$ cat src/sv/bpc_pkg.sv
// Shared types, register indexes and constants for the blit pixel compositor.
`timescale 1ns / 1ps
`default_nettype none
package bpc_pkg;

   localparam int CHAN_W   = 8;
   localparam int ALPHA_W  = 9;
   localparam int KEY_W    = 24;
   localparam int MODE_W   = 3;
   localparam int CSR_IDX_W = 2;
   localparam int PROD_W   = 16;

   localparam logic [ALPHA_W-1:0] ALPHA_ONE   = 9'd256;
   localparam logic [MODE_W-1:0]  MODE_RESET  = 3'd0;
   localparam logic [KEY_W-1:0]   KEY_RESET   = 24'hff00ff;
   localparam logic [ALPHA_W-1:0] ALPHA_RESET = 9'd128;
   localparam logic [CHAN_W-1:0]  CHAN_MAX    = 8'd255;

   // configuration register indexes
   localparam logic [CSR_IDX_W-1:0] REG_BLEND_MODE = 2'd0;
   localparam logic [CSR_IDX_W-1:0] REG_COLOR_KEY  = 2'd1;
   localparam logic [CSR_IDX_W-1:0] REG_ALPHA_Q8   = 2'd2;

   // blend mode codes
   localparam logic [MODE_W-1:0] MODE_COPY      = 3'd0;
   localparam logic [MODE_W-1:0] MODE_KEY       = 3'd1;
   localparam logic [MODE_W-1:0] MODE_AVG       = 3'd2;
   localparam logic [MODE_W-1:0] MODE_KEY_AVG   = 3'd3;
   localparam logic [MODE_W-1:0] MODE_ALPHA     = 3'd4;
   localparam logic [MODE_W-1:0] MODE_KEY_ALPHA = 3'd5;
   localparam logic [MODE_W-1:0] MODE_ADD       = 3'd6;

   typedef enum logic [2:0] {
      OP_COPY,
      OP_HOLD,
      OP_AVG,
      OP_ALPHA,
      OP_ADD
   } bpc_op_type;

   typedef struct packed {
      logic [CHAN_W-1:0] src_blue;
      logic [CHAN_W-1:0] src_green;
      logic [CHAN_W-1:0] src_red;
      logic [CHAN_W-1:0] dst_blue;
      logic [CHAN_W-1:0] dst_green;
      logic [CHAN_W-1:0] dst_red;
   } bpc_req_type;

   typedef struct packed {
      logic [CHAN_W-1:0] out_blue;
      logic [CHAN_W-1:0] out_green;
      logic [CHAN_W-1:0] out_red;
      logic              write_enable;
   } bpc_rsp_type;

   typedef struct packed {
      logic [MODE_W-1:0]  blend_mode;
      logic [KEY_W-1:0]   color_key;
      logic [ALPHA_W-1:0] alpha_sat;
   } bpc_cfg_type;

   // per-pixel control handed to each channel lane
   typedef struct packed {
      bpc_op_type         op;
      logic [ALPHA_W-1:0] alpha;
      logic [ALPHA_W-1:0] alpha_inv;
   } bpc_ctl_type;

endpackage
`default_nettype wire

$ cat src/sv/bpc_csr.sv
// Configuration registers with alpha saturation.
`timescale 1ns / 1ps
`default_nettype none
module bpc_csr (
   input  wire logic                           clock,
   input  wire logic                           reset,
   input  wire logic                           csr_we,
   input  wire logic [bpc_pkg::CSR_IDX_W-1:0]  csr_index,
   input  wire logic [bpc_pkg::KEY_W-1:0]      csr_wdata,
   output bpc_pkg::bpc_cfg_type                cfg
);
   import bpc_pkg::*;

   logic [MODE_W-1:0]  mode_ff,  mode_in;
   logic [KEY_W-1:0]   key_ff,   key_in;
   logic [ALPHA_W-1:0] alpha_ff, alpha_in;

   always_comb begin
      mode_in  = mode_ff;
      key_in   = key_ff;
      alpha_in = alpha_ff;
      if (csr_we) begin
         unique case (csr_index)
            REG_BLEND_MODE: mode_in  = csr_wdata[MODE_W-1:0];
            REG_COLOR_KEY:  key_in   = csr_wdata;
            REG_ALPHA_Q8:   alpha_in = csr_wdata[ALPHA_W-1:0];
            default:        ;
         endcase
      end
   end

   always_ff @(posedge clock) begin
      if (reset) begin
         mode_ff  <= MODE_RESET;
         key_ff   <= KEY_RESET;
         alpha_ff <= ALPHA_RESET;
      end else begin
         mode_ff  <= mode_in;
         key_ff   <= key_in;
         alpha_ff <= alpha_in;
      end
   end

   assign cfg.blend_mode = mode_ff;
   assign cfg.color_key  = key_ff;
   assign cfg.alpha_sat  = (alpha_ff > ALPHA_ONE) ? ALPHA_ONE : alpha_ff;

endmodule
`default_nettype wire

$ cat src/sv/bpc_chan.sv
// Three-stage arithmetic lane for one color channel.
`timescale 1ns / 1ps
`default_nettype none
module bpc_chan (
   input  wire logic                        clock,
   input  wire logic                        en,
   input  wire logic [bpc_pkg::CHAN_W-1:0]  src,
   input  wire logic [bpc_pkg::CHAN_W-1:0]  dst,
   input  wire bpc_pkg::bpc_ctl_type        ctl,
   output logic [bpc_pkg::CHAN_W-1:0]       result
);
   import bpc_pkg::*;

   // stage 1: operands
   logic [CHAN_W-1:0] s1_src_ff, s1_dst_ff;
   bpc_ctl_type       s1_ctl_ff;
   // stage 2: products and plain sum
   logic [PROD_W-1:0] s2_pd_ff, s2_pd_in;
   logic [PROD_W-1:0] s2_ps_ff, s2_ps_in;
   logic [CHAN_W:0]   s2_sum_ff, s2_sum_in;
   logic [CHAN_W-1:0] s2_src_ff, s2_dst_ff;
   bpc_op_type        s2_op_ff;
   // stage 3: result
   logic [CHAN_W-1:0] s3_res_ff, s3_res_in;
   logic [PROD_W-1:0] blend_sum;

   assign s2_pd_in  = PROD_W'(s1_dst_ff) * PROD_W'(s1_ctl_ff.alpha_inv);
   assign s2_ps_in  = PROD_W'(s1_src_ff) * PROD_W'(s1_ctl_ff.alpha);
   assign s2_sum_in = {1'b0, s1_dst_ff} + {1'b0, s1_src_ff};

   // weights add to 256, so the sum never exceeds 255*256
   assign blend_sum = s2_pd_ff + s2_ps_ff;

   always_comb begin
      unique case (s2_op_ff)
         OP_HOLD:  s3_res_in = s2_dst_ff;
         OP_AVG:   s3_res_in = s2_sum_ff[CHAN_W:1];
         OP_ALPHA: s3_res_in = blend_sum[PROD_W-1:CHAN_W];
         OP_ADD:   s3_res_in = s2_sum_ff[CHAN_W] ? CHAN_MAX : s2_sum_ff[CHAN_W-1:0];
         default:  s3_res_in = s2_src_ff;
      endcase
   end

   always_ff @(posedge clock) begin
      if (en) begin
         s1_src_ff <= src;
         s1_dst_ff <= dst;
         s1_ctl_ff <= ctl;
         s2_pd_ff  <= s2_pd_in;
         s2_ps_ff  <= s2_ps_in;
         s2_sum_ff <= s2_sum_in;
         s2_src_ff <= s1_src_ff;
         s2_dst_ff <= s1_dst_ff;
         s2_op_ff  <= s1_ctl_ff.op;
         s3_res_ff <= s3_res_in;
      end
   end

   assign result = s3_res_ff;

endmodule
`default_nettype wire

$ cat src/sv/blit_pixel_compositor.sv
// Top level: per-pixel blit combiner with copy, color key, average, alpha and additive modes.
// A request passes the operand, product and result stages in order before rsp_valid rises.
// Throughput: one pixel per cycle when not stalled; depth set by the 8x9 alpha multiply stage.
// A stall on rsp_ready holds all three stages together; req_ready drops with it.
// Reset (synchronous) clears the stage valid bits and loads mode 0, key 0xFF00FF, alpha 128.
`timescale 1ns / 1ps
`default_nettype none
module blit_pixel_compositor (
   input  wire logic                           clock,
   input  wire logic                           reset,
   input  wire logic                           req_valid,
   output logic                                req_ready,
   input  wire bpc_pkg::bpc_req_type           req_data,
   output logic                                rsp_valid,
   input  wire logic                           rsp_ready,
   output bpc_pkg::bpc_rsp_type                rsp_data,
   input  wire logic                           csr_we,
   input  wire logic [bpc_pkg::CSR_IDX_W-1:0]  csr_index,
   input  wire logic [bpc_pkg::KEY_W-1:0]      csr_wdata
);
   import bpc_pkg::*;

   bpc_cfg_type cfg;
   bpc_ctl_type ctl;
   logic        en;
   logic        key_hit;
   logic        keyed;
   logic        alpha_mode;
   logic [KEY_W-1:0] packed_src;
   logic [2:0]  valid_ff;
   logic [2:0]  we_ff;

   bpc_csr u_csr (
      .clock     (clock),
      .reset     (reset),
      .csr_we    (csr_we),
      .csr_index (csr_index),
      .csr_wdata (csr_wdata),
      .cfg       (cfg)
   );

   // advance the whole pipe unless a finished result is stuck
   assign en        = !valid_ff[2] || rsp_ready;
   assign req_ready = en;

   assign packed_src = {req_data.src_red, req_data.src_green, req_data.src_blue};
   assign keyed      = (cfg.blend_mode == MODE_KEY) || (cfg.blend_mode == MODE_KEY_AVG) ||
                       (cfg.blend_mode == MODE_KEY_ALPHA);
   assign alpha_mode = (cfg.blend_mode == MODE_ALPHA) || (cfg.blend_mode == MODE_KEY_ALPHA);
   assign key_hit    = keyed && (packed_src == cfg.color_key);

   always_comb begin
      ctl.alpha     = cfg.alpha_sat;
      ctl.alpha_inv = ALPHA_ONE - cfg.alpha_sat;
      priority if (key_hit) begin
         ctl.op = OP_HOLD;
      end else if (alpha_mode && cfg.alpha_sat == '0) begin
         ctl.op = OP_HOLD;
      end else if (alpha_mode) begin
         ctl.op = OP_ALPHA;
      end else if (cfg.blend_mode == MODE_AVG || cfg.blend_mode == MODE_KEY_AVG) begin
         ctl.op = OP_AVG;
      end else if (cfg.blend_mode == MODE_ADD) begin
         ctl.op = OP_ADD;
      end else begin
         ctl.op = OP_COPY;
      end
   end

   bpc_chan u_blue (
      .clock  (clock),
      .en     (en),
      .src    (req_data.src_blue),
      .dst    (req_data.dst_blue),
      .ctl    (ctl),
      .result (rsp_data.out_blue)
   );

   bpc_chan u_green (
      .clock  (clock),
      .en     (en),
      .src    (req_data.src_green),
      .dst    (req_data.dst_green),
      .ctl    (ctl),
      .result (rsp_data.out_green)
   );

   bpc_chan u_red (
      .clock  (clock),
      .en     (en),
      .src    (req_data.src_red),
      .dst    (req_data.dst_red),
      .ctl    (ctl),
      .result (rsp_data.out_red)
   );

   always_ff @(posedge clock) begin
      if (reset) begin
         valid_ff <= '0;
      end else if (en) begin
         valid_ff <= {valid_ff[1:0], req_valid};
      end
   end

   always_ff @(posedge clock) begin
      if (en) begin
         we_ff <= {we_ff[1:0], ctl.op != OP_HOLD};
      end
   end

   assign rsp_valid             = valid_ff[2];
   assign rsp_data.write_enable = we_ff[2];

endmodule
`default_nettype wire

$ cat config.mk
export PLATFORM = sky130hd
export DESIGN_NAME = blit_pixel_compositor
export DESIGN_NICKNAME = d
export VERILOG_FILES = /design/src/sv/bpc_pkg.sv /design/src/sv/bpc_csr.sv /design/src/sv/bpc_chan.sv /design/src/sv/blit_pixel_compositor.sv
export SDC_FILE = /design/constraint.sdc
export NUM_CORES = 1
export LEC_CHECK = 0
export BUFFER_PORTS_ARGS = -buffer_cell sky130_fd_sc_hd__buf_2
export CELL_PAD_IN_SITES_DETAIL_PLACEMENT = 1
export CELL_PAD_IN_SITES_GLOBAL_PLACEMENT = 2
export CORE_MARGIN = 2
export CORE_UTILIZATION = 28
export DETAILED_ROUTE_END_ITERATION = 7
export MAX_ROUTING_LAYER = met4
export PLACE_DENSITY_LB_ADDON = 0.1
export SLEW_MARGIN = 40
export SYNTH_ARGS = -nofsm -noshare
export SYNTH_HDL_FRONTEND = slang
export SYNTH_SLANG_ARGS = --single-unit
$ cat constraint.sdc
create_clock -name clock -period 10.5 [get_ports clock]
set_clock_uncertainty 0.2 [all_clocks]
set_input_delay 0 -clock clock [delete_from_list [all_inputs] [get_ports clock]]
set_output_delay 0 -clock clock [all_outputs]
set_load 0.05 [all_outputs]
Word level (Yosys, flattened, before mapping). Cells that the tools add are included.

Add/subtract/negate cells: 7. $mul: 6. $lt $le $gt $ge: 1. Equal/unequal tests: 14. Muxes and demuxes: 12. Reduce and logical (&&, ||, !) cells: 13.

Operators with widths (count): 8-bit by 9-bit multiplier with 16-bit output (6); 8-bit case mux with 4 select lines (3); 16-bit adder (3); 8-bit by 8-bit adder with 9-bit output (3); 24-bit equality test (1); 8-bit two-way mux (3); 3-bit two-way mux (5); 3-bit by 2-bit equality test with 1-bit output (second input constant) (4); 3-bit equality test (second input constant) (4); 9-bit > comparator (second input constant) (1); 9-bit logical NOT (1); 9-bit two-way mux (1); 9-bit subtractor (first input constant) (1); 3-bit by 1-bit equality test with 1-bit output (second input constant) (2); 2-bit AND reduction (3); 1-bit logical OR (5); 3-bit by 1-bit != test with 1-bit output (second input constant) (1); 2-bit by 1-bit equality test with 1-bit output (second input constant) (1); 2-bit equality test (second input constant) (1); 1-bit logical AND (2); 2-bit logical NOT (1); 1-bit logical NOT (1).

Register bits: 309. Input bits: 79. Output and inout bits: 27. Word-level logic and storage cells: 86.

Longest topological paths before layout.
Depth after elaboration: 7. Depth in mapped cells: 18. Depth with buffers taken out: 16.

Hierarchy. A second synthesis with hierarchy kept.

Cell total of the unflattened synthesis: 2773. Area, all modules: 29346.9 um^2.

Modules (own cells, without submodules): bpc_chan at u_green (instances 1, cells each 868, area an instance 9158.8 um^2, sequential area each 3153.0 um^2); bpc_chan at u_red (instances 1, cells each 846, area an instance 9097.5 um^2, sequential area each 3153.0 um^2); bpc_chan at u_blue (instances 1, cells each 819, area an instance 8859.7 um^2, sequential area each 3153.0 um^2); bpc_csr (instances 1, cells each 163, area an instance 1577.8 um^2, sequential area each 720.7 um^2); blit_pixel_compositor (instances 1, cells each 77, area an instance 653.1 um^2, sequential area each 150.1 um^2).

Least setup slack after synthesis. OpenSTA, ideal clock, no wires.

Kind: register -> register. From: register valid_ff[2]. To: register valid_ff[0]. Library setup time: 0.149 ns. Arrival time: 7.697 ns. Data required time: 10.151 ns. Setup slack: 2.454 ns. Cell stages (with the launch flop): 4. Path buffers: 0. Clock period less this slack: 8.046 ns. Cells stage by stage: dfxtp_1 -> nand2b_1 -> mux2i_1 -> nor2_1.

Word-level cells in the longest chain between the ends: 2.

RTL lines: start: declaration (line blit_pixel_compositor.sv:30) `logic [2:0] valid_ff;`; start signal: assignment (line blit_pixel_compositor.sv:101) `valid_ff <= {valid_ff[1:0], req_valid};`; 1-bit logical NOT (line blit_pixel_compositor.sv:43) `assign en = !valid_ff[2] || rsp_ready;`; 1-bit logical OR (line blit_pixel_compositor.sv:43); net req_ready (line blit_pixel_compositor.sv:12) `output logic req_ready,`.

The timed path passes the listed nets, and every way through them passes these cells. A chain may end at the register's enable or synchronous reset.

Worst setup path after layout.
From: register u_blue.s1_ctl_ff[4] (netlist name). To: register u_blue.s2_pd_ff[15] (data pin).

Word-level cells in the longest chain between the ends: 1.

RTL lines: start: declaration (line bpc_chan.sv:16) `bpc_ctl_type s1_ctl_ff;`; start signal: assignment (line bpc_chan.sv:48) `s1_ctl_ff <= ctl;`; 8-bit by 9-bit multiplier with 16-bit output (line bpc_chan.sv:27) `assign s2_pd_in = PROD_W'(s1_dst_ff) * PROD_W'(s1_ctl_ff.alpha_inv);`; net u_blue.s2_pd_in[15] (line bpc_chan.sv:18) `logic [PROD_W-1:0] s2_pd_ff, s2_pd_in;`; end signal: assignment (line bpc_chan.sv:49) `s2_pd_ff <= s2_pd_in;`; end: declaration (line bpc_chan.sv:18).

The timed path passes the listed nets, and every way through them passes these cells.

==> results summary <==
Across the run, the number of max-cap violations was 0. Traced cell by cell, the critical path runs through buf_8 > and2_1 > fa_1 > fa_1 > fa_1 > inv_1 > fa_1 > inv_1 > ha_1 > or2_2 > a21oi_1 > a21oi_1 > a311oi_1 > xnor2_1. The synthesized area divided by synthesized cell count came out at 10.29 um^2.

Of all nets on the critical path, the largest fanout is 14. The proportion of register bits with asynchronous set or reset after synthesis is 0%. The clock buffer count from CTS is 41. TritonCTS built the clock tree. The category of the worst setup path capture point is a register. The post-route fraction of the period consumed by the critical path came out at 47.28%.

The count of cells in the finished layout, fillers not included, comes to 4254. The number of antenna violations at the first check in global routing is 4. The count of nets left with antenna violations after detail routing came out at 0. The cts-stage hold buffer count is 192. The worst hold path belongs to the class in2reg. The flow ran to the end, and the final reports show no timing, DRC or antenna violations.

The leakage power figure came out at 14.83 nW. The warning count from the yosys run came out at 0. By area the synthesized netlist is led by edfxtp_1, fa_1, ha_1, and2_1, inv_1. Combinational logic burns 43.9% of the power. Setup slack on the worst reg-to-reg path comes out at 5.54 ns.

The floorplan die area is 0.09991 mm^2. The critical path starts at u_blue.s1_ctl_ff[4]. The number of H-tree levels is 2. For met2 alone, demand over resource in global routing was 30.04%. The pre-antenna-repair detailed-routing pass consisted of 5 iterations. The worst-case setup slack after placement is 5.262 ns. The area of the mapped netlist came out at 0.02727 mm^2.

Global routing used 17.47% of the available tracks. The critical path is of the reg2reg type. The die outline height is 316.1 um.

The area share of the leading cell type in the synthesized netlist came out at 29.62%. In the final design database the tool counted 3551 nets. The post-synthesis sequential element count is 308. For the pin with the worst max-slew slack, the measured transition is 0.8127 ns. The maximum buffer depth of the clock tree is 3.

The I/O pin count is 106. Setup violations remaining at the end of the flow were counted as 0. The count of final hold-check violations came to 0. Sequential cells burn 31.3% of the power.

The total vias in the final route came out at 19590. The worst hold path cell count came out at 4. The global routing met3 resource utilization came out at 1.687%.

The switching part of the total is 39.04%. The delay contributed by the slowest stage of the critical path is 0.63 ns. The tightest hold margin came out at 0.07360 ns.

The total of buffers placed on input and output ports is 105. In this run, synthesis inferred 269 flip-flops with an integrated enable. The hold path startpoint is csr_wdata[2]. STA classifies the critical path startpoint as a register. The wire length of the first global-routing pass came out at 130.6 mm. The clock input transition at the sequential cells of the worst setup and hold paths is 0.06 ns. The post-route minimum period came out at 4.965 ns. The critical path data required time is 10.62 ns. The via count of the first global-routing pass is 22090. The number of nets produced by synthesis came out at 3256.

After synthesis, the most frequently instantiated cells are inv_1, and2_1, ha_1. The headroom to the max-slew limit came out at 45.43%. The worst hold path terminates at u_csr.mode_ff[2]. In this run the power spent charging and discharging nets is 0.002322 W. The slowest stage of the critical path is the edfxtp_1 cell. The clock latency at the later pin of the worst-skew pair came out at 0.60 ns. The power consumption came out at 0.005948 W. At the end of routability-driven placement, the weighted congestion stood at 0.7922. Setup repair after global routing left no endpoint under its margin.

The standard cell core area came out at 0.09657 mm^2. Counting stages on the worst path, the most repeated cell is fa_1. The die is 316.1 um wide.

After routing, the total negative slack on setup checks comes to 0 ns. The post-detailed-route DRC marker count is 0. The total number of clock tree sinks is 308. Setup slack closes at 5.535 ns.

The largest net degree at the start of global routing is 151. In this run the most used layer during global routing was met2. The logic depth of the worst register-to-register path is 14.

The total grt overflow is 0. The layout cell share with drive strength beyond 1 came out at 7.759%. The portion of total power attributed to the clock network is 24.8%. Summing the sequential cell areas from Yosys gives 32.48% of the chip area. The arrival time of the worst setup path is 5.09 ns.

Across the VDD grid, the largest voltage drop is 0.1202 mV. The internal cell power came out at 0.003626 W. In the final routed layout, each cell accounts on average for 19.22 um. The effective utilization at floorplan is 28.24%. The via count normalized by instance count is 4.604. The number of different library cells in the post-synthesis netlist came out at 73. Buffers added to address setup during post-CTS repair amount to 0.

Counting the fill cells in the layout gives 10810. From synthesis to final layout, the design area changed by 20.24%. The number of placed instances, taps included, is 3982. The routed wire length came out at 81.76 mm. The number of cell rows is 114.

The biggest area contributor in the post-synthesis netlist is edfxtp_1. The maximum frequency from static timing analysis came out at 201.4 MHz. The final number of max-transition violations was 0. The most common cell in the synthesized netlist is inv_1. The sum of net half-perimeters after detailed placement is 62.70 mm. The violation count after the first detailed-routing iteration came out at 630.

The reg-to-reg startpoint is u_blue.s1_ctl_ff[4]. Power spread over the standard cell area amounts to 181.4 mW/mm^2. In this run the critical register-to-register path is captured at u_blue.s2_pd_ff[15]. In the synthesized netlist the dominant register cell turns out to be edfxtp_1. The cell sitting at the root of the clock tree is a clkbuf_16. The number of gates resized after CTS was 0. For met1 alone, demand over resource in global routing was 21.77%. The post-synthesis instance total came out at 2650.
==> kinds of logic after synthesis <==
family	count (synthesis)	synth area share (%)
DFF	308	32.48
xor gates and xnor gates	144	4.624
and+or+nand+nor	821	15.96
muxes	25	0.9313
adders and majority gates	527	31.03
buffers and inverters	478	6.625
AOI/OAI and AO/OA	347	8.345
==> cell type report <==
cell class / count / area, um^2 / share of cell area [%]
repair buffers: 326 / 2781 / 8.482
inverters: 404 / 1516 / 4.624
diodes: 1 / 2.502 / 0.007631
well taps: 1276 / 1597 / 4.869
clock inverters: 25 / 249.0 / 0.7593
clock buffers: 50 / 1155 / 3.522
flip-flops and latches: 308 / 8859 / 27.01
multi-input cells: 1864 / 16630 / 50.72
==> worst max path at each step <==
stage | end | depth (start not counted)
detailed placement | u_green.s2_ps_ff[13] | 14
global placement | u_red.s2_pd_ff[13] | 14
CTS | u_green.s2_ps_ff[13] | 14
finish | u_blue.s2_pd_ff[15] | 14
floorplan | valid_ff[0] | 3
global route | u_green.s2_ps_ff[13] | 15
==> per-stage QoR <==
step | instance area (um^2) | util (%)
5_1_grt | 32790 | 33.96
2_1_floorplan | 27270 | -
3_3_place_gp | 29220 | 30.26
4_1_cts | 32730 | 33.89
3_5_place_dp | 29400 | 30.45
6_report | 32790 | 33.96
==> routing by layer <==
metal,wire length (um),vias to the layer above
met5,0,-
met4,2182,0
met3,1900,87
met2,40860,185
met1,36820,9943
li1,-,9371
==> cells in the final DEF, fill, tap and decap left out, drive strengths merged, types with 9 or more instances in the layout <==
cell,count
o211ai,22
a211oi,10
fa,249
nand4,13
nor2,100
xor2,35
clkinv,19
or2,10
mux2i,22
nand3b,22
edfxtp,269
a21oi,104
nand2,201
o21ai,76
dfxtp,39
dlygate4sd3,192
o21bai,9
buf,134
nand2b,11
a31oi,14
inv,405
ha,278
and2,337
clkbuf,50
nor3,40
nand3,21
o21a,9
nor2b,34
xnor2,109
a21o,28
==> registers in the layout, indices dropped and copies added (netlist names), 16 cells and up <==
| register | count |
|---|---|
| u_csr.key_ff | 24 |
| u_green.s2_ps_ff | 16 |
| u_red.s2_ps_ff | 16 |
| u_green.s2_pd_ff | 16 |
| u_blue.s2_ps_ff | 16 |
| u_blue.s1_ctl_ff | 20 |
| u_blue.s2_pd_ff | 16 |
| u_red.s2_pd_ff | 16 |
==> power groups by stage <==
stage	Sequential [W]	Clock (W)	Combinational (W)
floorplan	0.00182	0	0.00184
global placement	0.00193	0	0.00251
global route	0.00189	0.00158	0.00299
CTS	0.00189	0.00153	0.00266
finish	0.00186	0.00148	0.00261
detailed placement	0.00191	0	0.00259
==> critical path, delay by kind of cell (launching register included) <==
kind | cells | cell delay (ns)
fa+ha+maj | 5 | 2.29
xor+xnor | 1 | 0.10
compound gates | 3 | 0.62
buf+inv | 3 | 0.34
simple gates | 2 | 0.50
flops | 1 | 0.63
Note: power is estimated with default switching activity, not from simulation.
